**config.mk**
```make
export PLATFORM = sky130hd
export DESIGN_NAME = dfs_stage
export DESIGN_NICKNAME = d
export VERILOG_FILES = /design/src/rtl/dfs_pkg.sv /design/src/rtl/dfs_stage.sv
export SDC_FILE = /design/constraint.sdc
export NUM_CORES = 1
export LEC_CHECK = 0
export BUFFER_PORTS_ARGS = -buffer_cell sky130_fd_sc_hd__buf_2
export CAP_MARGIN = 20
export CORE_AREA = 2 2 348 350
export DETAILED_ROUTE_END_ITERATION = 8
export DIE_AREA = 0 0 350 352
export PLACE_DENSITY = 0.3
export SLEW_MARGIN = 20
export SYNTH_ARGS = -nofsm -noshare
export SYNTH_HDL_FRONTEND = slang
export SYNTH_SLANG_ARGS = --single-unit
export TNS_END_PERCENT = 5
```
**constraint.sdc**
```tcl
create_clock -name clk_i -period 4.7 [get_ports clk_i]
set_input_delay 0.47 -clock clk_i [delete_from_list [all_inputs] [get_ports clk_i]]
set_output_delay 0.47 -clock clk_i [all_outputs]
set_load 0.02 [all_outputs]
```
**src/rtl/dfs_pkg.sv**
```systemverilog
// ----------------------------------------------------------------------------
// dfs_pkg
// Types and constants shared by the distance shade pipeline.
// ----------------------------------------------------------------------------
package dfs_pkg;

  // configuration port
  localparam int unsigned APB_AW = 3;
  localparam int unsigned APB_DW = 32;

  typedef enum logic {
    REG_REACH = 1'b0,
    REG_GAIN  = 1'b1
  } dfs_reg_e;

  localparam logic [23:0] REACH_RST = 24'd2048;
  localparam logic [15:0] GAIN_RST  = 16'd4096;

  // divider depths: weight quotient is below 2^17, channel quotient below 2^8
  localparam int unsigned WDIV_STEPS = 17;
  localparam int unsigned CDIV_STEPS = 8;

  // floor(x/3) for x < 2^25 as (x * DIV3_MUL) >> DIV3_SHIFT
  localparam int unsigned DIV3_SHIFT = 26;
  localparam logic [24:0] DIV3_MUL   = 25'd22369622;

  // gain product scale (Q1.16 weight times Q4.12 gain)
  localparam int unsigned PULL_SHIFT = 28;

  typedef struct packed {
    logic [23:0] reach;
    logic [15:0] gain;
  } dfs_cfg_t;

  // item as it travels down the pipeline; each stage fills its own fields
  typedef struct packed {
    logic [23:0]           color;
    logic                  cond;   // flashlight compensation applies
    logic [23:0]           dv0;    // divisor before compensation
    logic [23:0]           diff;   // reach - distance
    logic [16:0]           light;
    logic [23:0]           wrem;   // weight divider remainder
    logic [16:0]           wnum;   // weight dividend bits still to shift in
    logic [16:0]           wq;     // weight quotient
    logic [23:0]           mag;    // |dv0 - one|
    logic                  eneg;   // dv0 below one
    logic [40:0]           prod;   // mag * weight
    logic [56:0]           prod2;  // mag * weight * gain
    logic                  pass;   // final divisor at most one
    logic [29:0]           dv;     // final divisor when not passing
    logic [2:0][29:0]      crem;   // channel remainders, red at 2
    logic [2:0][7:0]       clo;    // channel dividend bits still to shift in
    logic [2:0][7:0]       cq;     // channel quotients
  } dfs_item_t;

endpackage

```
**src/rtl/dfs_stage.sv**
```systemverilog
// ----------------------------------------------------------------------------
// dfs_stage
// One pipeline register with valid/ready; an empty stage fills even while
// the stages after it stall.
// ----------------------------------------------------------------------------
module dfs_stage (
  input  logic               clk_i,
  input  logic               rst_ni,
  input  logic               valid_i,
  output logic               ready_o,
  input  dfs_pkg::dfs_item_t data_i,
  output logic               valid_o,
  input  logic               ready_i,
  output dfs_pkg::dfs_item_t data_o
);
  import dfs_pkg::*;

  logic      valid_q;
  dfs_item_t data_q;

  assign ready_o = ~valid_q | ready_i;

  // occupancy
  always_ff @(posedge clk_i or negedge rst_ni) begin
    if (!rst_ni) begin
      valid_q <= 1'b0;
    end else if (ready_o) begin
      valid_q <= valid_i;
    end
  end

  // payload
  always_ff @(posedge clk_i) begin
    if (valid_i && ready_o) begin
      data_q <= data_i;
    end
  end

  assign valid_o = valid_q;
  assign data_o  = data_q;

endmodule

```
# Word level (Yosys, flattened, before mapping)
# Index checks and enable logic that the tools add are counted.
# op_classes
n_addsub	0
mul	0
div	0
n_lt_le_gt_ge	0
n_eq_ne	0
shifts	0
mux	0
bitwise	2
reduce_logical	1
# ops
cell	n
1-bit logical AND	1
1-bit inverter	1
1-bit bitwise OR	1
# word_totals
reg_bits	441
latch_bits	0
mem_bits_rw	0
mem_bits_ro	0
out_inout_bits	442
mem_count	0

# Longest topological paths before layout
# logic_depth
word_depth	3
ltp_mapped	2
depth_no_buf	2

# Worst setup path after synthesis
# OpenSTA, ideal clock, no wires.
# synth_path
kind	in2reg
start	input port ready_i
end	register data_q (netlist bit data_o[0]), enable pin
arrival_time_ps	3650
path_slack_ps	546
stages	2
cell_sequence	nand2b_4 -> and2_4
# synth_between
elab_chain_len	2
# synth_lines
element	line_no	text
from (decl)	dfs_stage.sv:13	input logic ready_i,
1-bit bitwise OR	dfs_stage.sv:21	assign ready_o = ~valid_q | ready_i;
1-bit logical AND	dfs_stage.sv:34	if (valid_i && ready_o) begin
to (signal assigned)	dfs_stage.sv:35	data_q <= data_i;
to (decl)	dfs_stage.sv:19	dfs_item_t data_q;
# No other way between the ends.
# A chain may end at the register's enable or synchronous reset.

# Final worst setup path
# layout_path
start	register valid_q (netlist: valid_o)
end	register data_q (netlist bit data_o[377]), enable pin
# layout_between
elab_chain_len	3
# layout_lines
element	line_no	text
from (decl)	dfs_stage.sv:18	logic valid_q;
from (signal assigned)	dfs_stage.sv:28	valid_q <= valid_i;
1-bit inverter	dfs_stage.sv:21	
1-bit bitwise OR	dfs_stage.sv:21	
1-bit logical AND	dfs_stage.sv:34	
# No other way between the ends.

==> flow_results.xml <==
<?xml version="1.0" encoding="UTF-8"?>
<metrics>
  <group name="outcome">
    <metric name="status" unit="">finished, final reports clean</metric>
  </group>
  <group name="clocking">
    <metric name="clk-insertion-delay-late" unit="ps">610</metric>
    <metric name="clock_path_buffers" unit="">3</metric>
    <metric name="clk_root_buffer_cell" unit="">clkbuf_16</metric>
    <metric name="cts_setup_buffers" unit="">0</metric>
    <metric name="cts_made_buffers" unit="">54</metric>
    <metric name="clk_pin_slew" unit="ps">60</metric>
    <metric name="ctsHoldBuffers" unit="">411</metric>
    <metric name="numClockSinks" unit="">441</metric>
    <metric name="cts_resized" unit="">0</metric>
    <metric name="cts_tree" unit="">built</metric>
    <metric name="cts_max_level" unit="">2</metric>
  </group>
  <group name="hold_path">
    <metric name="worst_min_path_class" unit="">primary input to flip-flop</metric>
    <metric name="worstHoldStart" unit="">data_i[295]</metric>
  </group>
  <group name="cells_and_area">
    <metric name="most_frequent_standard_cell_in_the_layout_excluding_fill_and_tap_cells" unit="">buf_2</metric>
    <metric name="num-fill-cells" unit="">12800</metric>
    <metric name="flow.area_growth_from_synthesis" unit="%">93.3</metric>
    <metric name="design.final.nets" unit="">2252</metric>
    <metric name="postLayoutCellArea" unit="µm²">25600</metric>
    <metric name="post_route_cells_drive_above_1_share" unit="">0.528</metric>
    <metric name="final_cell_count_no_fill" unit="">3464</metric>
    <metric name="layout.cells.most_common_list" unit="">buf_2, edfxtp_1, dlygate4sd3_1</metric>
  </group>
  <group name="power">
    <metric name="total_power" unit="W">0.00977</metric>
    <metric name="ir_drop" unit="mV">0.242</metric>
    <metric name="power_per_cell_area" unit="nW/µm²">381</metric>
    <metric name="power_leakage" unit="nW">10.3</metric>
  </group>
  <group name="detailed_routing">
    <metric name="met3_routed_wl" unit="µm">5180</metric>
    <metric name="drcViolationCount" unit="">0</metric>
    <metric name="detail_route.wirelength.met1" unit="µm">17400</metric>
    <metric name="ant_nets" unit="">0</metric>
    <metric name="amount_of_wire_on_met2_after_detailed_routing" unit="µm">29800</metric>
    <metric name="detail_route.iter0.violations" unit="">447</metric>
    <metric name="routed_wire_length_per_instance" unit="µm">15.7</metric>
    <metric name="vias" unit="">9977</metric>
    <metric name="detail_route.wirelength" unit="µm">54300</metric>
    <metric name="drt-vias-per-instance" unit="">2.88</metric>
    <metric name="dr.max_layer_used" unit="">met5</metric>
    <metric name="drtPass1Iterations" unit="">4</metric>
  </group>
  <group name="worst_setup_path">
    <metric name="rr_startpoint" unit="">valid_o$_DFFE_PN0P_</metric>
    <metric name="cp-start-kind" unit="">flip-flop</metric>
    <metric name="critPathArrivalTime" unit="ps">2430</metric>
    <metric name="path_max_fanout" unit="">105</metric>
    <metric name="worst-setup-path-type" unit="">flip-flop to flip-flop</metric>
    <metric name="cp.required" unit="ps">4940</metric>
    <metric name="timing.critical_path.from" unit="">valid_o$_DFFE_PN0P_</metric>
    <metric name="critPathCaptureType" unit="">flip-flop</metric>
  </group>
  <group name="global_route">
    <metric name="grt_antenna_before_repair" unit="">9</metric>
    <metric name="maximum_number_of_pins_on_one_net_before_global_route_repair" unit="">106</metric>
    <metric name="grt_use_total" unit="">0.0831</metric>
    <metric name="first_pass_grt_wire_length" unit="µm">74100</metric>
    <metric name="sum_of_overflow_across_all_layers_after_global_routing" unit="">0</metric>
    <metric name="via_count_of_the_first_global_routing_pass" unit="">11200</metric>
  </group>
  <group name="timing">
    <metric name="rsz0062_at_grt" unit="">no</metric>
    <metric name="slew_violations" unit="">0</metric>
    <metric name="fin_skew" unit="ps">11.8</metric>
    <metric name="timing.setup.tns" unit="ps">0</metric>
    <metric name="final.setup.worst_slack" unit="ps">2510</metric>
    <metric name="fin_crit" unit="ps">2190</metric>
    <metric name="worst_margin_slew" unit="ps">829</metric>
    <metric name="post-route-period-util" unit="">0.467</metric>
    <metric name="timing.slew.headroom" unit="">0.447</metric>
    <metric name="report.final.hold_viol_count" unit="">0</metric>
    <metric name="max_clock_freq" unit="GHz">0.456</metric>
    <metric name="setup-violations-final" unit="">0</metric>
  </group>
  <group name="floorplanning">
    <metric name="core_region_area" unit="µm²">119000</metric>
    <metric name="floorplan.die.width" unit="µm">350</metric>
    <metric name="floorplan.io_pins" unit="">886</metric>
    <metric name="fp.dieArea" unit="µm²">123000</metric>
    <metric name="initial_utilization" unit="">0.111</metric>
    <metric name="die_height" unit="µm">352</metric>
    <metric name="core.rowCount" unit="">127</metric>
  </group>
  <group name="logic_synthesis">
    <metric name="yosysUniqueCellTypes" unit="">5</metric>
    <metric name="syn_inst" unit="">444</metric>
    <metric name="ys_seq_area_frac" unit="">0.998</metric>
    <metric name="syn-mean-instance-area" unit="µm²">29.9</metric>
    <metric name="yosys.area.top_type" unit="">edfxtp_1</metric>
    <metric name="synth.top_cells.by_area" unit="">edfxtp_1, dfrtp_1, nand2b_4, and2_4, nand2b_1</metric>
    <metric name="syn_area" unit="µm²">13300</metric>
    <metric name="synthesis.nets" unit="">888</metric>
    <metric name="yosys_warnings" unit="">0</metric>
    <metric name="synth.ff_latch_count" unit="">441</metric>
    <metric name="synthDominantCellAreaShare" unit="">0.996</metric>
  </group>
  <group name="placed_design">
    <metric name="pre_cts_slack" unit="ps">2260</metric>
    <metric name="place_hpwl" unit="µm">41200</metric>
    <metric name="placed_cell_area" unit="µm²">19900</metric>
    <metric name="post-place-cells" unit="">2953</metric>
    <metric name="finalWeightedCongestion" unit="">0.812</metric>
    <metric name="portBuffers" unit="">885</metric>
  </group>
  <group name="flow_run">
    <metric name="max_cap_violations" unit="">0</metric>
  </group>
</metrics>
==> worst paths after layout <==
check / to / slack [ps] / depth (start not counted)
worst min register to register: valid_o$_DFFE_PN0P_ / 570 / 2
worst max register to register: data_o[377]$_DFFE_PP_ / 2510 / 3
max in group asynchronous: valid_o$_DFFE_PN0P_ / 4410 / 2
min in group asynchronous: valid_o$_DFFE_PN0P_ / 190 / 2
worst min-delay path: data_o[295]$_DFFE_PP_ / 60 / 1
worst max-delay path: data_o[377]$_DFFE_PP_ / 2510 / 3
==> stage by stage <==
step	hold slack [ps]	util
after floorplan	174	-
after global placement	260	0.166
after detailed placement	260	0.166
after CTS	0.924	0.215
after global routing	12.6	0.215
final	63.1	0.215
==> cell families (layout without fill, tap and decap cells) <==
kind of cell,Yosys count,count (layout),synth area share
DFF,441,441,0.998
buffers and inverters,0,1405,0
and+or+nand+nor,3,3,0.00217
other,0,3,0
==> critical path, cell delays in order (launching register included) <==
cell and delay, ps:
dfrtp_1 410, nand2b_4 90, and2_4 670, buf_12 480
==> per-layer routing <==
layer | track usage | up-vias
li1 | - | 4576
met1 | 0.0761 | 4795
met2 | 0.159 | 506
met3 | 0.0334 | 92
met4 | 0.0352 | 8
met5 | 0 | -
==> layout make-up <==
cell class | instances | area, µm² | share of cell area
clock inverters | 35 | 273 | 0.0106
clock buffers | 62 | 1400 | 0.0547
multi-input cells | 3 | 28.8 | 0.00112
repair buffers | 1308 | 8680 | 0.339
well taps | 1612 | 2020 | 0.0786
flip-flops and latches | 441 | 13200 | 0.516
diodes | 3 | 7.51 | 0.000293
==> Yosys cell counts <==
cell type	n
dfrtp_1	1
and2_4	1
edfxtp_1	440
nand2b_1	1
nand2b_4	1
==> power by group <==
part           switching [W]  internal [W]  total (W)
clock network        0.00168       0.00234    0.00402
registers          0.0000621       0.00459    0.00466
logic               0.000604      0.000498    0.00110
==> registers in the layout, indices dropped and copies added, names as in the netlist <==
name,flops
data_o,440
valid_o,1
(Power assumes the default switching activity.)
