<file path="config.mk">
export PLATFORM = sky130hd
export DESIGN_NAME = dfs_ccell
export DESIGN_NICKNAME = d
export VERILOG_FILES = /design/src/rtl/dfs_pkg.sv /design/src/rtl/dfs_stage.sv /design/src/rtl/dfs_ccell.sv
export SDC_FILE = /design/constraint.sdc
export NUM_CORES = 1
export LEC_CHECK = 0
export ABC_CLOCK_PERIOD_IN_PS = 11800
export BUFFER_PORTS_ARGS = -buffer_cell sky130_fd_sc_hd__buf_2
export CAP_MARGIN = 20
export CORE_AREA = 5 5 338 340
export CTS_BUF_LIST = sky130_fd_sc_hd__clkbuf_8
export DETAILED_ROUTE_END_ITERATION = 12
export DIE_AREA = 0 0 343 345
export PLACE_DENSITY = 0.46
export SLEW_MARGIN = 20
export SYNTH_ARGS = -nofsm -noshare
export SYNTH_HDL_FRONTEND = slang
export SYNTH_SLANG_ARGS = --single-unit
export TNS_END_PERCENT = 1
</file>
<file path="constraint.sdc">
create_clock -name clk_i -period 11.8 [get_ports clk_i]
set_clock_uncertainty 0.1 [all_clocks]
set_input_delay 0.59 -clock clk_i [delete_from_list [all_inputs] [get_ports clk_i]]
set_output_delay 0.59 -clock clk_i [all_outputs]
set_load 0.05 [all_outputs]
</file>
<file path="src/rtl/dfs_pkg.sv">
// ----------------------------------------------------------------------------
// dfs_pkg
// Types and constants shared by the distance shade pipeline.
// ----------------------------------------------------------------------------
package dfs_pkg;

  // configuration port
  localparam int unsigned APB_AW = 3;
  localparam int unsigned APB_DW = 32;

  typedef enum logic {
    REG_REACH = 1'b0,
    REG_GAIN  = 1'b1
  } dfs_reg_e;

  localparam logic [23:0] REACH_RST = 24'd2048;
  localparam logic [15:0] GAIN_RST  = 16'd4096;

  // divider depths: weight quotient is below 2^17, channel quotient below 2^8
  localparam int unsigned WDIV_STEPS = 17;
  localparam int unsigned CDIV_STEPS = 8;

  // floor(x/3) for x < 2^25 as (x * DIV3_MUL) >> DIV3_SHIFT
  localparam int unsigned DIV3_SHIFT = 26;
  localparam logic [24:0] DIV3_MUL   = 25'd22369622;

  // gain product scale (Q1.16 weight times Q4.12 gain)
  localparam int unsigned PULL_SHIFT = 28;

  typedef struct packed {
    logic [23:0] reach;
    logic [15:0] gain;
  } dfs_cfg_t;

  // item as it travels down the pipeline; each stage fills its own fields
  typedef struct packed {
    logic [23:0]           color;
    logic                  cond;   // flashlight compensation applies
    logic [23:0]           dv0;    // divisor before compensation
    logic [23:0]           diff;   // reach - distance
    logic [16:0]           light;
    logic [23:0]           wrem;   // weight divider remainder
    logic [16:0]           wnum;   // weight dividend bits still to shift in
    logic [16:0]           wq;     // weight quotient
    logic [23:0]           mag;    // |dv0 - one|
    logic                  eneg;   // dv0 below one
    logic [40:0]           prod;   // mag * weight
    logic [56:0]           prod2;  // mag * weight * gain
    logic                  pass;   // final divisor at most one
    logic [29:0]           dv;     // final divisor when not passing
    logic [2:0][29:0]      crem;   // channel remainders, red at 2
    logic [2:0][7:0]       clo;    // channel dividend bits still to shift in
    logic [2:0][7:0]       cq;     // channel quotients
  } dfs_item_t;

endpackage

</file>
<file path="src/rtl/dfs_stage.sv">
// ----------------------------------------------------------------------------
// dfs_stage
// One pipeline register with valid/ready; an empty stage fills even while
// the stages after it stall.
// ----------------------------------------------------------------------------
module dfs_stage (
  input  logic               clk_i,
  input  logic               rst_ni,
  input  logic               valid_i,
  output logic               ready_o,
  input  dfs_pkg::dfs_item_t data_i,
  output logic               valid_o,
  input  logic               ready_i,
  output dfs_pkg::dfs_item_t data_o
);
  import dfs_pkg::*;

  logic      valid_q;
  dfs_item_t data_q;

  assign ready_o = ~valid_q | ready_i;

  // occupancy
  always_ff @(posedge clk_i or negedge rst_ni) begin
    if (!rst_ni) begin
      valid_q <= 1'b0;
    end else if (ready_o) begin
      valid_q <= valid_i;
    end
  end

  // payload
  always_ff @(posedge clk_i) begin
    if (valid_i && ready_o) begin
      data_q <= data_i;
    end
  end

  assign valid_o = valid_q;
  assign data_o  = data_q;

endmodule

</file>
<file path="src/rtl/dfs_ccell.sv">
// ----------------------------------------------------------------------------
// dfs_ccell
// One restoring step of the three channel divides by the final divisor.
// ----------------------------------------------------------------------------
module dfs_ccell (
  input  logic               clk_i,
  input  logic               rst_ni,
  input  logic               valid_i,
  output logic               ready_o,
  input  dfs_pkg::dfs_item_t data_i,
  output logic               valid_o,
  input  logic               ready_i,
  output dfs_pkg::dfs_item_t data_o
);
  import dfs_pkg::*;

  logic [2:0][30:0] trial;
  logic [2:0][30:0] diff;
  logic [2:0]       ge;
  dfs_item_t        nxt;

  // red, green and blue step side by side
  always_comb begin
    nxt = data_i;
    for (int i = 0; i < 3; i++) begin
      trial[i]    = {data_i.crem[i], data_i.clo[i][7]};
      diff[i]     = trial[i] - {1'b0, data_i.dv};
      ge[i]       = trial[i] >= {1'b0, data_i.dv};
      nxt.crem[i] = ge[i] ? diff[i][29:0] : trial[i][29:0];
      nxt.clo[i]  = {data_i.clo[i][6:0], 1'b0};
      nxt.cq[i]   = {data_i.cq[i][6:0], ge[i]};
    end
  end

  dfs_stage u_stage (
    .clk_i   (clk_i),
    .rst_ni  (rst_ni),
    .valid_i (valid_i),
    .ready_o (ready_o),
    .data_i  (nxt),
    .valid_o (valid_o),
    .ready_i (ready_i),
    .data_o  (data_o)
  );

endmodule

</file>
* Word level (Yosys, flattened, before mapping)
Index checks and enable logic that the tools add are counted.
** Word-level totals
- Bits in registers :: 438
- Output and inout port bits :: 442
- Word-level logic and storage cells :: 36
- Bits of input ports :: 444
** Cells by class
- $lt $le $gt $ge :: 3
- Bitwise logic cells :: 2
- Reduce and logical (&&, ||, !) cells :: 1
- Muxes and demuxes :: 3
- Add/subtract/negate cells :: 3
** Operators by type and width (count)
- 31-bit by 30-bit greater-or-equal comparator with 1-bit output :: 3
- 30-bit two-way mux :: 3
- 30-bit subtractor :: 3
- 1-bit logical AND :: 1
- 1-bit NOT :: 1
- 1-bit OR :: 1

* Longest topological paths before layout
Gate-level depths: netlist of the first run.
- Word-level depth :: 3
- Mapped depth :: 14
- Gate-level depth less buffers :: 13

* Cells and area by module
Synthesis of the first run repeated with hierarchy kept, for this count alone.
** Second synthesis, totals
- Cell total of the unflattened synthesis :: 1295
- Area total of the unflattened synthesis :: 19050.8 sq um
** Modules (own cells, without submodules)
- dfs_stage :: seq. area each 13237.7 sq um, times used 1, area an instance 13266.5 sq um, cells an instance 444
- dfs_ccell :: seq. area each 0.0 sq um, times used 1, area an instance 5784.3 sq um, cells an instance 851

* Worst setup path before layout of the first run
Ideal clock, no wire load.
- Kind :: register to register
- Start :: reg u_stage.valid_q, in the netlist u_stage.valid_o
- End :: reg u_stage.data_q (netlist bit u_stage.data_o[0]), enable pin
- Arrival :: 10.978 ns
- Buffers on the path :: 0
- Path slack :: -0.133 ns
- Setup time :: 0.855 ns
- Period minus slack after synthesis :: 11.933 ns
- Required time :: 10.845 ns
- Stages on the path, launching flop included :: 3
- Path through :: dfrtp_1 -> nand2b_1 -> and2_1
** On the way
- Cells in the longest elaborated chain, start to end :: 3
** RTL lines
- start: declaration :: line dfs_stage.sv:18 : logic valid_q;
- start signal: assignment :: line dfs_stage.sv:28 : valid_q <= valid_i;
- 1-bit NOT :: line dfs_stage.sv:21 : assign ready_o = ~valid_q | ready_i;
- 1-bit OR :: line dfs_stage.sv:21
- named net ready_o :: line dfs_ccell.sv:9 : output logic ready_o,
- 1-bit logical AND :: line dfs_stage.sv:34 : if (valid_i && ready_o) begin
- end signal: assignment :: line dfs_stage.sv:35 : data_q <= data_i;
- end: declaration :: line dfs_stage.sv:19 : dfs_item_t data_q;
The timed path passes the listed nets, and every way through them passes these cells.
A chain may end at the register's enable or synchronous reset.

==> results.ini, run 1 <==
[worst_setup_path]
worst_ep_arrival_time_ns = 5.12
worstPathMaxFanout = 31
end_kind = register
critical_path_required_ns = 12.14
crit_path_start_kind = input port
critPathKind = input port to register

[placement]
detailedPlacementHpwl_um = 89800
buffer_ports.inserted = 879
gp_congestion = 0.835

[layout]
drive_gt1_share_pct = 40.2
finish.net_count = 3128
area.growth.synth_to_final_pct = 61.7
final_core_util_pct = 27.9

[floorplanning]
pin_count = 886
placeableCoreArea_mm2 = 0.111
chipWidth_um = 343
dieHeight_um = 345
std_cell_rows = 123
fp.dieArea_mm2 = 0.118
floorplan.initialDensity_pct = 17.2

[power]
power_frac_clock_pct = 35.9
switching_share_pct = 33.3
power_density_mw_per_mm2 = 152
power.switching_uw = 1570
power_report.internal_total_uw = 3140
leakage_uw = 0.0130
peakVddDrop_mv = 0.0678
portion_of_total_power_attributed_to_sequential_cells_pct = 40.0
pwr-share-comb_pct = 24.2

[logic_synthesis]
dominantRegCellSynth = sky130_fd_sc_hd__edfxtp_1
synth_top_area_cell = sky130_fd_sc_hd__edfxtp_1
ys_warn_count = 0
ys_seq_area_share_pct = 68.5
synth.top_cells.by_area = sky130_fd_sc_hd__edfxtp_1 68%, sky130_fd_sc_hd__ha_1 5.9%, sky130_fd_sc_hd__xnor2_1 2.5%
syn_inst = 1267
yosys-top-cells-count = 437 x sky130_fd_sc_hd__edfxtp_1, 90 x sky130_fd_sc_hd__ha_1, 87 x sky130_fd_sc_hd__a21oi_1, 87 x sky130_fd_sc_hd__nor2_1, 58 x sky130_fd_sc_hd__nand2_1
synth_area_mm2 = 0.0192
most_frequent_cell_after_synthesis = sky130_fd_sc_hd__edfxtp_1
synth_edf_count = 437
synth.distinct_cells = 73
flip_flop_and_latch_count_after_synthesis = 438
yosysTopAreaCellShare_pct = 68.4
async_reset_ff_share_pct = 0.228
synthesized_area_per_cell_um2 = 15.1

[clocking]
cts.sink_count = 438
cts-htree-levels = 3
numCtsBuffers = 90
post_cts.repair.setup_buffers = 0
clock-root-buffer = sky130_fd_sc_hd__clkbuf_8
clkTransAtPathRegs_ns = 0.07
tritoncts = done
clock_tree.buffer_depth = 3
clock_latency_ns = 0.67

[detailed_routing]
detail_route.iter0.violations = 865
drcViolationCount = 0
number_of_detailed_routing_iterations_run_before_antenna_repair = 4
vias = 16400
finalWirelength_um = 110000
vias_per_cell = 3.90
antenna_violating_nets_post_route = 0
route.detailed.wl_per_inst_um = 26.2

[sta]
final.hold.worst_slack_ns = 0.0963
min_period_ns = 4.78
clock.fmax_mhz = 209
setup_violations = 0
timing.final.max_slew_violations = 0
maxSlewHeadroom_pct = 32.5
worstMarginPinSlew_ns = 1.01
finalHoldViolations = 0
setup_tns_final_ns = 0
rsz0062_at_grt = no
finalCritPeriodShare_pct = 40.5

[worst_hold_path]
holdCritPathClass = input port to register

[global_routing]
grt_antenna_before_repair = 68
grt_overflow = 0
grt_max_degree = 142
grtUsageTotal_pct = 17.7
grt_pass1_wl_um = 143000
vias_in_the_first_global_route = 16900

[status]
result_of_the_run = complete, no violations

[flow_run]
cap_viol_max_count = 0

==> final timing paths <==
path                                      start                   to  slack [ns]  cells past startpoint
worst max-delay path                data_i[150]  u_stage.data_o[100]        7.02                     14
worst min-delay path                 data_i[59]   u_stage.data_o[60]         0.1                      2
worst max register to register  u_stage.valid_o  u_stage.data_o[275]        8.63                      4
worst min register to register  u_stage.valid_o      u_stage.valid_o        0.45                      2
max in group asynchronous                rst_ni      u_stage.valid_o       11.39                      2
min in group asynchronous                rst_ni      u_stage.valid_o        0.13                      2
==> layout by cell type, fill, tap and decap left out, types with 34 or more instances in the layout <==
cell / instances
sky130_fd_sc_hd__ha_1: 90
sky130_fd_sc_hd__dlygate4sd3_1: 370
sky130_fd_sc_hd__xnor2_1: 54
sky130_fd_sc_hd__inv_1: 77
sky130_fd_sc_hd__mux2_1: 34
sky130_fd_sc_hd__o21ai_0: 37
sky130_fd_sc_hd__edfxtp_1: 437
sky130_fd_sc_hd__buf_2: 879
sky130_fd_sc_hd__nand2_1: 58
sky130_fd_sc_hd__clkbuf_8: 93
sky130_fd_sc_hd__nor2_1: 87
sky130_fd_sc_hd__a21oi_1: 87
==> per-stage QoR <==
step	instances	total power [uW]	worst slack [ns]	cell area (um^2)
floorplan	1269	2610	4.73	19200
global placement	3629	2940	6.75	25400
detailed placement	3629	2940	6.75	25400
CTS	4165	4810	7.02	30900
global route	4187	4940	6.82	31000
finish	4197	4700	7.02	31000
==> layer usage <==
metal  up-vias  wire [um]  track usage [%]
met5         -        245                0
met2       720      51900             29.7
met1      7856      40400             19.0
li1       7556          -                -
met4        38       4690             7.17
met3       184      12700             8.70
==> worst max-delay path, cell delays in order <==
cell and delay, ns:
sky130_fd_sc_hd__dlygate4sd3_1 0.60, sky130_fd_sc_hd__buf_2 0.16, sky130_fd_sc_hd__inv_1 0.31, sky130_fd_sc_hd__ha_1 0.38
sky130_fd_sc_hd__nand3_1 0.20, sky130_fd_sc_hd__nor2_1 0.09, sky130_fd_sc_hd__o2bb2ai_1 0.12, sky130_fd_sc_hd__a31oi_1 0.38
sky130_fd_sc_hd__a211oi_1 0.25, sky130_fd_sc_hd__a2111oi_2 0.43, sky130_fd_sc_hd__nor2_1 0.11, sky130_fd_sc_hd__a211oi_2 0.27
sky130_fd_sc_hd__o21a_2 0.77, sky130_fd_sc_hd__mux2_1 0.43
==> cells by family after synthesis <==
group	share of synthesized area (%)
xor+xnor	3.38
compound gates	9.42
buf+inv	1.91
simple gates	5.93
flops	68.5
mux	4.61
fa+ha+maj	6.18
other cells	0.0196
==> power groups by stage <==
stage / logic (uW) / clock network, uW / registers (uW)
after floorplan: 335 / 0 / 2280
after global placement: 1030 / 0 / 1910
after detailed placement: 1030 / 0 / 1910
after CTS: 1160 / 1780 / 1880
after global routing: 1210 / 1840 / 1890
final: 1140 / 1690 / 1880
==> final cells by class <==
type                       instances  area (um^2)
timing repair buffer            1257         8180
clock buffer                      93         1280
clock inverter                    73          557
sequential                       438        13100
multi-input combinational        748         5690
fill                           11700        80300
tap                             1500         1880
inverter                          56          210
antenna                           32         80.1
==> repair_timing <==
action / 4_1_cts / 5_1_grt
setup endpoints to repair: 0 / 0
hold buffers: 370 / 0
hold endpoints to repair: 370 / 0
resized for setup: 0 / 0
==> flip-flops by register name, indices dropped and copies added, names as in the netlist <==
register / flops
u_stage.valid_o: 1
u_stage.data_o: 437
Power figures use the tool's default switching activity.
==> run 2, diff against run 1 <==
- ABC_AREA: not set -> 1
- ABC_CLOCK_PERIOD_IN_PS: 11800 -> 4000
- CORE_AREA: 5 5 338 340 -> 5 5 339 341
- DIE_AREA: 0 0 343 345 -> 0 0 344 346
- PLACE_DENSITY: 0.46 -> 0.49
- clock period: 11.8 -> 4 ns (I/O delays scaled with it)
==> run 2 against run 1 <==
Compared with the run above: utilization grew 3.8 points; register-to-register slack lost 6.9 ns; die area increased by 0.58%; clock power grew to 2.9 times the previous value; routed wire length increased by 20%; critical path depth is 1 higher; via count rose by 33%; synthesized area increased by 13%; critical path type unchanged; critical endpoint is now u_stage.data_o[105]; largest cell class unchanged.
==> results.ini, run 2 <==
[clocking]
tritoncts = done
clkTransAtPathRegs_ns = 0.06
cts-htree-levels = 3
numCtsBuffers = 89
cts.sink_count = 438
ctsResizeCount = 0
clock_tree.buffer_depth = 3
clock_latency_ns = 0.72
post_cts.repair.setup_buffers = 0
clock-root-buffer = sky130_fd_sc_hd__clkbuf_8

[global_routing]
grt_max_degree = 150
grt_pass1_wl_um = 174000
grt_overflow = 0
grtUsageTotal_pct = 21.2
vias_in_the_first_global_route = 21600
grt_antenna_before_repair = 59

[detailed_routing]
number_of_detailed_routing_iterations_run_before_antenna_repair = 6
finalWirelength_um = 132000
drcViolationCount = 0
vias = 21700
antenna_violating_nets_post_route = 0
vias_per_cell = 4.04
detail_route.iter0.violations = 1462
route.detailed.wl_per_inst_um = 24.6

[layout]
drive_gt1_share_pct = 27.2
flip_flop_count_of_the_largest_register_after_layout = 437
count_of_filler_cells_inserted_in_the_layout = 11800
multiInputGateArea_mm2 = 0.00685
most-common-layout-cells = 879 x sky130_fd_sc_hd__buf_2, 771 x sky130_fd_sc_hd__nand2_1, 553 x sky130_fd_sc_hd__dlygate4sd3_1
final-instance-count-excl-fill = 5368
area.growth.synth_to_final_pct = 62.6
layout_commonest_cell = sky130_fd_sc_hd__buf_2
finish.net_count = 4299
final_core_util_pct = 31.7
register_area_mm2 = 0.0131

[placement]
detailedPlace.worstSlack_ns = 0.934
gp_congestion = 0.949
detailedPlacementHpwl_um = 108000
buffer_ports.inserted = 879
placed_cells = 4618

[logic_synthesis]
synth.top_cells.by_area = sky130_fd_sc_hd__edfxtp_1 60%, sky130_fd_sc_hd__nand2_1 13%, sky130_fd_sc_hd__inv_1 7.0%
most_frequent_cell_after_synthesis = sky130_fd_sc_hd__nand2_1
synth.distinct_cells = 33
syn_inst = 2245
async_reset_ff_share_pct = 0.228
yosysTopAreaCellShare_pct = 60.3
flip_flop_and_latch_count_after_synthesis = 438
yosys-top-cells-count = 771 x sky130_fd_sc_hd__nand2_1, 437 x sky130_fd_sc_hd__edfxtp_1, 404 x sky130_fd_sc_hd__inv_1, 215 x sky130_fd_sc_hd__nand3_1, 111 x sky130_fd_sc_hd__nor2_1
ys_seq_area_share_pct = 60.4
synth_edf_count = 437
synthesized_area_per_cell_um2 = 9.69
ys_warn_count = 0
synth_top_area_cell = sky130_fd_sc_hd__edfxtp_1
synth_area_mm2 = 0.0218
dominantRegCellSynth = sky130_fd_sc_hd__edfxtp_1

[worst_setup_path]
reg2reg_slack_ns = 1.78
crit_path_start_kind = input port
worst_ep_arrival_time_ns = 3.20
worstPathMaxFanout = 25
r2r-start = u_stage.valid_o
end_kind = register
crit_path_top_delay_cell = sky130_fd_sc_hd__dlygate4sd3_1
crit_top_cell = sky130_fd_sc_hd__nand2_1
critPathKind = input port to register
ff2ff_path_depth = 2
slowest_delay_ns = 0.55
timing.rr.end = u_stage.data_o[2]
worstPathCellList = dlygate4sd3_1 -> buf_2 -> inv_1 -> ha_1 -> nand2_1 -> inv_1 -> nand2_1 -> nand2_1 -> inv_1 -> nand2_1 -> a21oi_1 -> nand3_4 -> buf_4 -> nand3_1 -> nand2_1
critical_path_required_ns = 4.37

[power]
power_density_mw_per_mm2 = 401
leakage_uw = 0.0168
peakVddDrop_mv = 0.239

[sta]
min_period_ns = 2.83
clock.fmax_mhz = 353
fin_ws_ns = 1.17
maxSlewHeadroom_pct = 33.7
worstMarginPinSlew_ns = 0.995
finalCritPeriodShare_pct = 70.9
setup_tns_final_ns = 0
finalHoldViolations = 0
final.hold.worst_slack_ns = 0.0863
rsz0062_at_grt = no
setup_violations = 0
timing.final.max_slew_violations = 0

[floorplanning]
fp.dieArea_mm2 = 0.119
pin_count = 886
dieHeight_um = 346
floorplan.initialDensity_pct = 19.5
chipWidth_um = 344
std_cell_rows = 123
placeableCoreArea_mm2 = 0.112

[worst_hold_path]
worstHoldPathCells = 2
min_delay_worst_endpoint = u_stage.data_o[421]
holdCritPathClass = input port to register
timing.hold.worst.start = data_i[421]

[flow_run]
cap_viol_max_count = 0

[status]
result_of_the_run = complete, no violations

[run 2: changes by cell type in the layout (fill, tap and decap cells not counted), sizes merged, moves of 48 or more]
cell,previous run,this run
dlygate4sd3,370,553
a21oi,90,42
nand3,17,218
inv,81,431
mux2,64,0
xnor2,54,3
nand2,58,777
[run 2: how the worst max path moves through the flow]
stage / start / end / depth (start not counted)
after floorplan: u_stage.valid_o / u_stage.data_o[0] / 1
after global placement: data_i[143] / u_stage.data_o[101] / 16
after detailed placement: data_i[143] / u_stage.data_o[105] / 16
after CTS: data_i[144] / u_stage.data_o[105] / 17
after global routing: data_i[144] / u_stage.data_o[105] / 17
final: data_i[159] / u_stage.data_o[105] / 15
[run 2: metal layers]
metal,global-route usage (%),up-vias,routed length (um)
met5,0,-,149
met4,9.05,22,6690
met3,7.95,197,13400
met2,34.1,868,59500
met1,25.4,10200,52500
li1,-,10400,-
[run 2: cells by family after synthesis]
group           count (synthesis)  share of synthesized area, %
simple gates                 1176                          22.7
buf+inv                       431                          8.14
xor+xnor                       39                          1.57
fa+ha+maj                      93                          5.45
compound gates                 67                          1.66
other cells                     1                        0.0172
flops                         438                          60.4
[run 2: critical path, delay by kind of cell]
family,cells,cell delay (ns)
AO/OA/AOI/OAI,1,0.22
AND/OR/NAND/NOR,7,0.85
buffers and inverters,6,1.49
adder cells (fa/ha/maj),1,0.42
[run 2: cell type report]
cell class                 instances  area share (%)
antenna                           33           0.233
clock buffer                      89            3.46
clock inverter                    75            1.57
inverter                         408            4.33
multi-input combinational       1378            19.4
sequential                       438            37.2
tap                             1500            5.31
timing repair buffer            1447            28.5
[run 2: through the flow]
step | power (uW) | area (um^2)
after floorplan | 7790 | 21800
after global placement | 8960 | 28000
after detailed placement | 8960 | 28000
after CTS | 14400 | 35300
after global routing | 14900 | 35300
final | 14200 | 35400
[run 2: where the power goes]
part	total [uW]	internal [uW]	switching, uW	leakage, uW
Clock	4840	2520	2320	0.000976
Combinational	3770	1140	2640	0.0117
Sequential	5550	5450	101	0.00418
Total	14200	9110	5060	0.0168
[run 2: what timing repair did]
item / 4_1_cts / 5_1_grt
setup endpoints to repair: 0 / 0
hold endpoints to repair: 455 / 0
hold buffers: 553 / 0
==> run 3, diff against run 2 <==
- ABC_CLOCK_PERIOD_IN_PS: 4000 -> 2800
- PLACE_DENSITY: 0.49 -> 0.47
- clock period: 4 -> 2.8 ns (I/O delays scaled with it)
==> run 3 against run 2 <==
Compared with the run above: die area unchanged; combinational power increased by 55%; sequential cell count unchanged; highest routed layer unchanged; sequential share of layout area decreased by 2.9 points; count of clock-buffer cells in the layout unchanged; worst setup slack got worse by 1.0 ns; critical endpoint is now u_stage.data_o[48]; clock power increased by 34%.
==> results.ini, run 3 (synthesis gave the netlist of run 2 again) <==
[detailed_routing]
detail_route.iter0.violations = 1668
vias = 23100
vias_per_cell = 4.09
met2WireLength_um = 63100
wl_met3_um = 11700
antenna_violating_nets_post_route = 0
route.detailed.wl_per_inst_um = 23.5
drcViolationCount = 0
top_layer_used = met5
wire_length_on_met1_um = 52700
number_of_detailed_routing_iterations_run_before_antenna_repair = 6
finalWirelength_um = 133000

[sta]
finalCritPeriodShare_pct = 94.4
min_period_ns = 2.64
setup_tns_final_ns = 0
maxSlewHeadroom_pct = 45.1
rsz0062_at_grt = no
timing.final.max_slew_violations = 0
setup_violations = 0
fin_ws_ns = 0.156
clock.fmax_mhz = 378
finalHoldViolations = 0
final.hold.worst_slack_ns = 0.101
worstMarginPinSlew_ns = 0.822

[worst_setup_path]
worst_ep_arrival_time_ns = 3.00
timing.rr.end = u_stage.data_o[62]
crit_path_start_kind = input port
r2r-start = u_stage.valid_o
worstPathMaxFanout = 13
ff2ff_path_depth = 3
end_kind = register
critical_path_required_ns = 3.15
critPathKind = input port to register
reg2reg_slack_ns = 0.76

[floorplanning]
dieHeight_um = 346
pin_count = 886
fp.dieArea_mm2 = 0.119
chipWidth_um = 344
std_cell_rows = 123
placeableCoreArea_mm2 = 0.112
floorplan.initialDensity_pct = 19.5

[power]
leakage_uw = 0.0183
peakVddDrop_mv = 0.380
power_density_mw_per_mm2 = 530
power_uw = 20300

[clocking]
cts-htree-levels = 3
clock_tree.buffer_depth = 3
tritoncts = done
clock-root-buffer = sky130_fd_sc_hd__clkbuf_8
clkTransAtPathRegs_ns = 0.06
numCtsBuffers = 88
cts.sink_count = 438
post_cts.repair.setup_buffers = 0
clock_latency_ns = 0.71

[placement]
detailedPlacementHpwl_um = 109000
gp_congestion = 0.923
buffer_ports.inserted = 879
detailedPlace.worstSlack_ns = 0.0294

[global_routing]
grt_antenna_before_repair = 65
grtUsageTotal_pct = 21.3
grt_pass1_wl_um = 178000
grt_max_degree = 33
vias_in_the_first_global_route = 23200
grt_overflow = 0

[layout]
layout_commonest_cell = sky130_fd_sc_hd__buf_2
finish.net_count = 4600
drive_gt1_share_pct = 28.1
area.growth.synth_to_final_pct = 76.2
flip_flop_count_of_the_largest_register_after_layout = 437
most-common-layout-cells = 879 x sky130_fd_sc_hd__buf_2, 771 x sky130_fd_sc_hd__nand2_1, 723 x sky130_fd_sc_hd__dlygate4sd3_1

[worst_hold_path]
worstHoldPathCells = 2
holdCritPathClass = input port to register
min_delay_worst_endpoint = u_stage.data_o[422]
timing.hold.worst.start = data_i[422]

[status]
result_of_the_run = complete, no violations

[flow_run]
cap_viol_max_count = 0

## run 3: how the worst max path moves through the flow
| stage | startpoint | to | slack (ns) | cells after the start |
|---|---|---|---|---|
| after floorplan | u_stage.valid_o | u_stage.data_o[0] | -5.46 | 1 |
| after global placement | data_i[151] | u_stage.data_o[48] | 0.04 | 17 |
| after detailed placement | data_i[151] | u_stage.data_o[49] | 0.03 | 17 |
| after CTS | data_i[146] | u_stage.data_o[51] | 0.27 | 18 |
| after global routing | data_i[151] | u_stage.data_o[49] | 0.09 | 18 |
| final | data_i[160] | u_stage.data_o[48] | 0.16 | 16 |
## run 3: where the power goes
| group | total (uW) | switching (uW) | internal [uW] |
|---|---|---|---|
| sequential | 7960 | 172 | 7790 |
| clock | 6500 | 3230 | 3270 |
| combinational | 5860 | 3840 | 2020 |
## run 3: layout make-up
type | count | area (um^2)
antenna | 30 | 75.1
clock buffer | 89 | 1220
clock inverter | 68 | 417
fill | 11500 | 73300
inverter | 408 | 1530
multi-input combinational | 1378 | 6850
sequential | 438 | 13100
tap | 1500 | 1880
timing repair buffer | 1749 | 13200
## run 3: stage by stage
stage,cell area [um^2],utilization [%],instances
finish,38300,34.3,5660
global route,38300,34.3,5651
CTS,38200,34.3,5630
detailed placement,29400,26.3,4750
global placement,29400,26.3,4750
floorplan,21800,-,2247
## run 3: critical path, stage by stage
cell                            delay, ns
sky130_fd_sc_hd__dlygate4sd3_1       0.53
sky130_fd_sc_hd__buf_2               0.13
sky130_fd_sc_hd__inv_1               0.35
sky130_fd_sc_hd__ha_1                0.40
sky130_fd_sc_hd__nand2_1             0.11
sky130_fd_sc_hd__nand2_1             0.07
sky130_fd_sc_hd__inv_1               0.06
sky130_fd_sc_hd__nand2_1             0.07
sky130_fd_sc_hd__inv_1               0.06
sky130_fd_sc_hd__nand2_1             0.07
sky130_fd_sc_hd__a21oi_1             0.17
sky130_fd_sc_hd__nand3_2             0.31
sky130_fd_sc_hd__buf_4               0.28
sky130_fd_sc_hd__buf_12              0.14
sky130_fd_sc_hd__nand2_1             0.05
sky130_fd_sc_hd__o21ai_0             0.07
## run 3: routing by layer
layer  vias to the layer above  GRT usage [%]
met4                        28           7.92
li1                      11000              -
met1                     11000           25.3
met2                       940           36.3
met3                       178           6.60
met5                         -              0
## run 3: repair_timing
action	CTS	global route
hold endpoints to repair	490	0
gates resized for setup	0	0
hold buffers	723	0
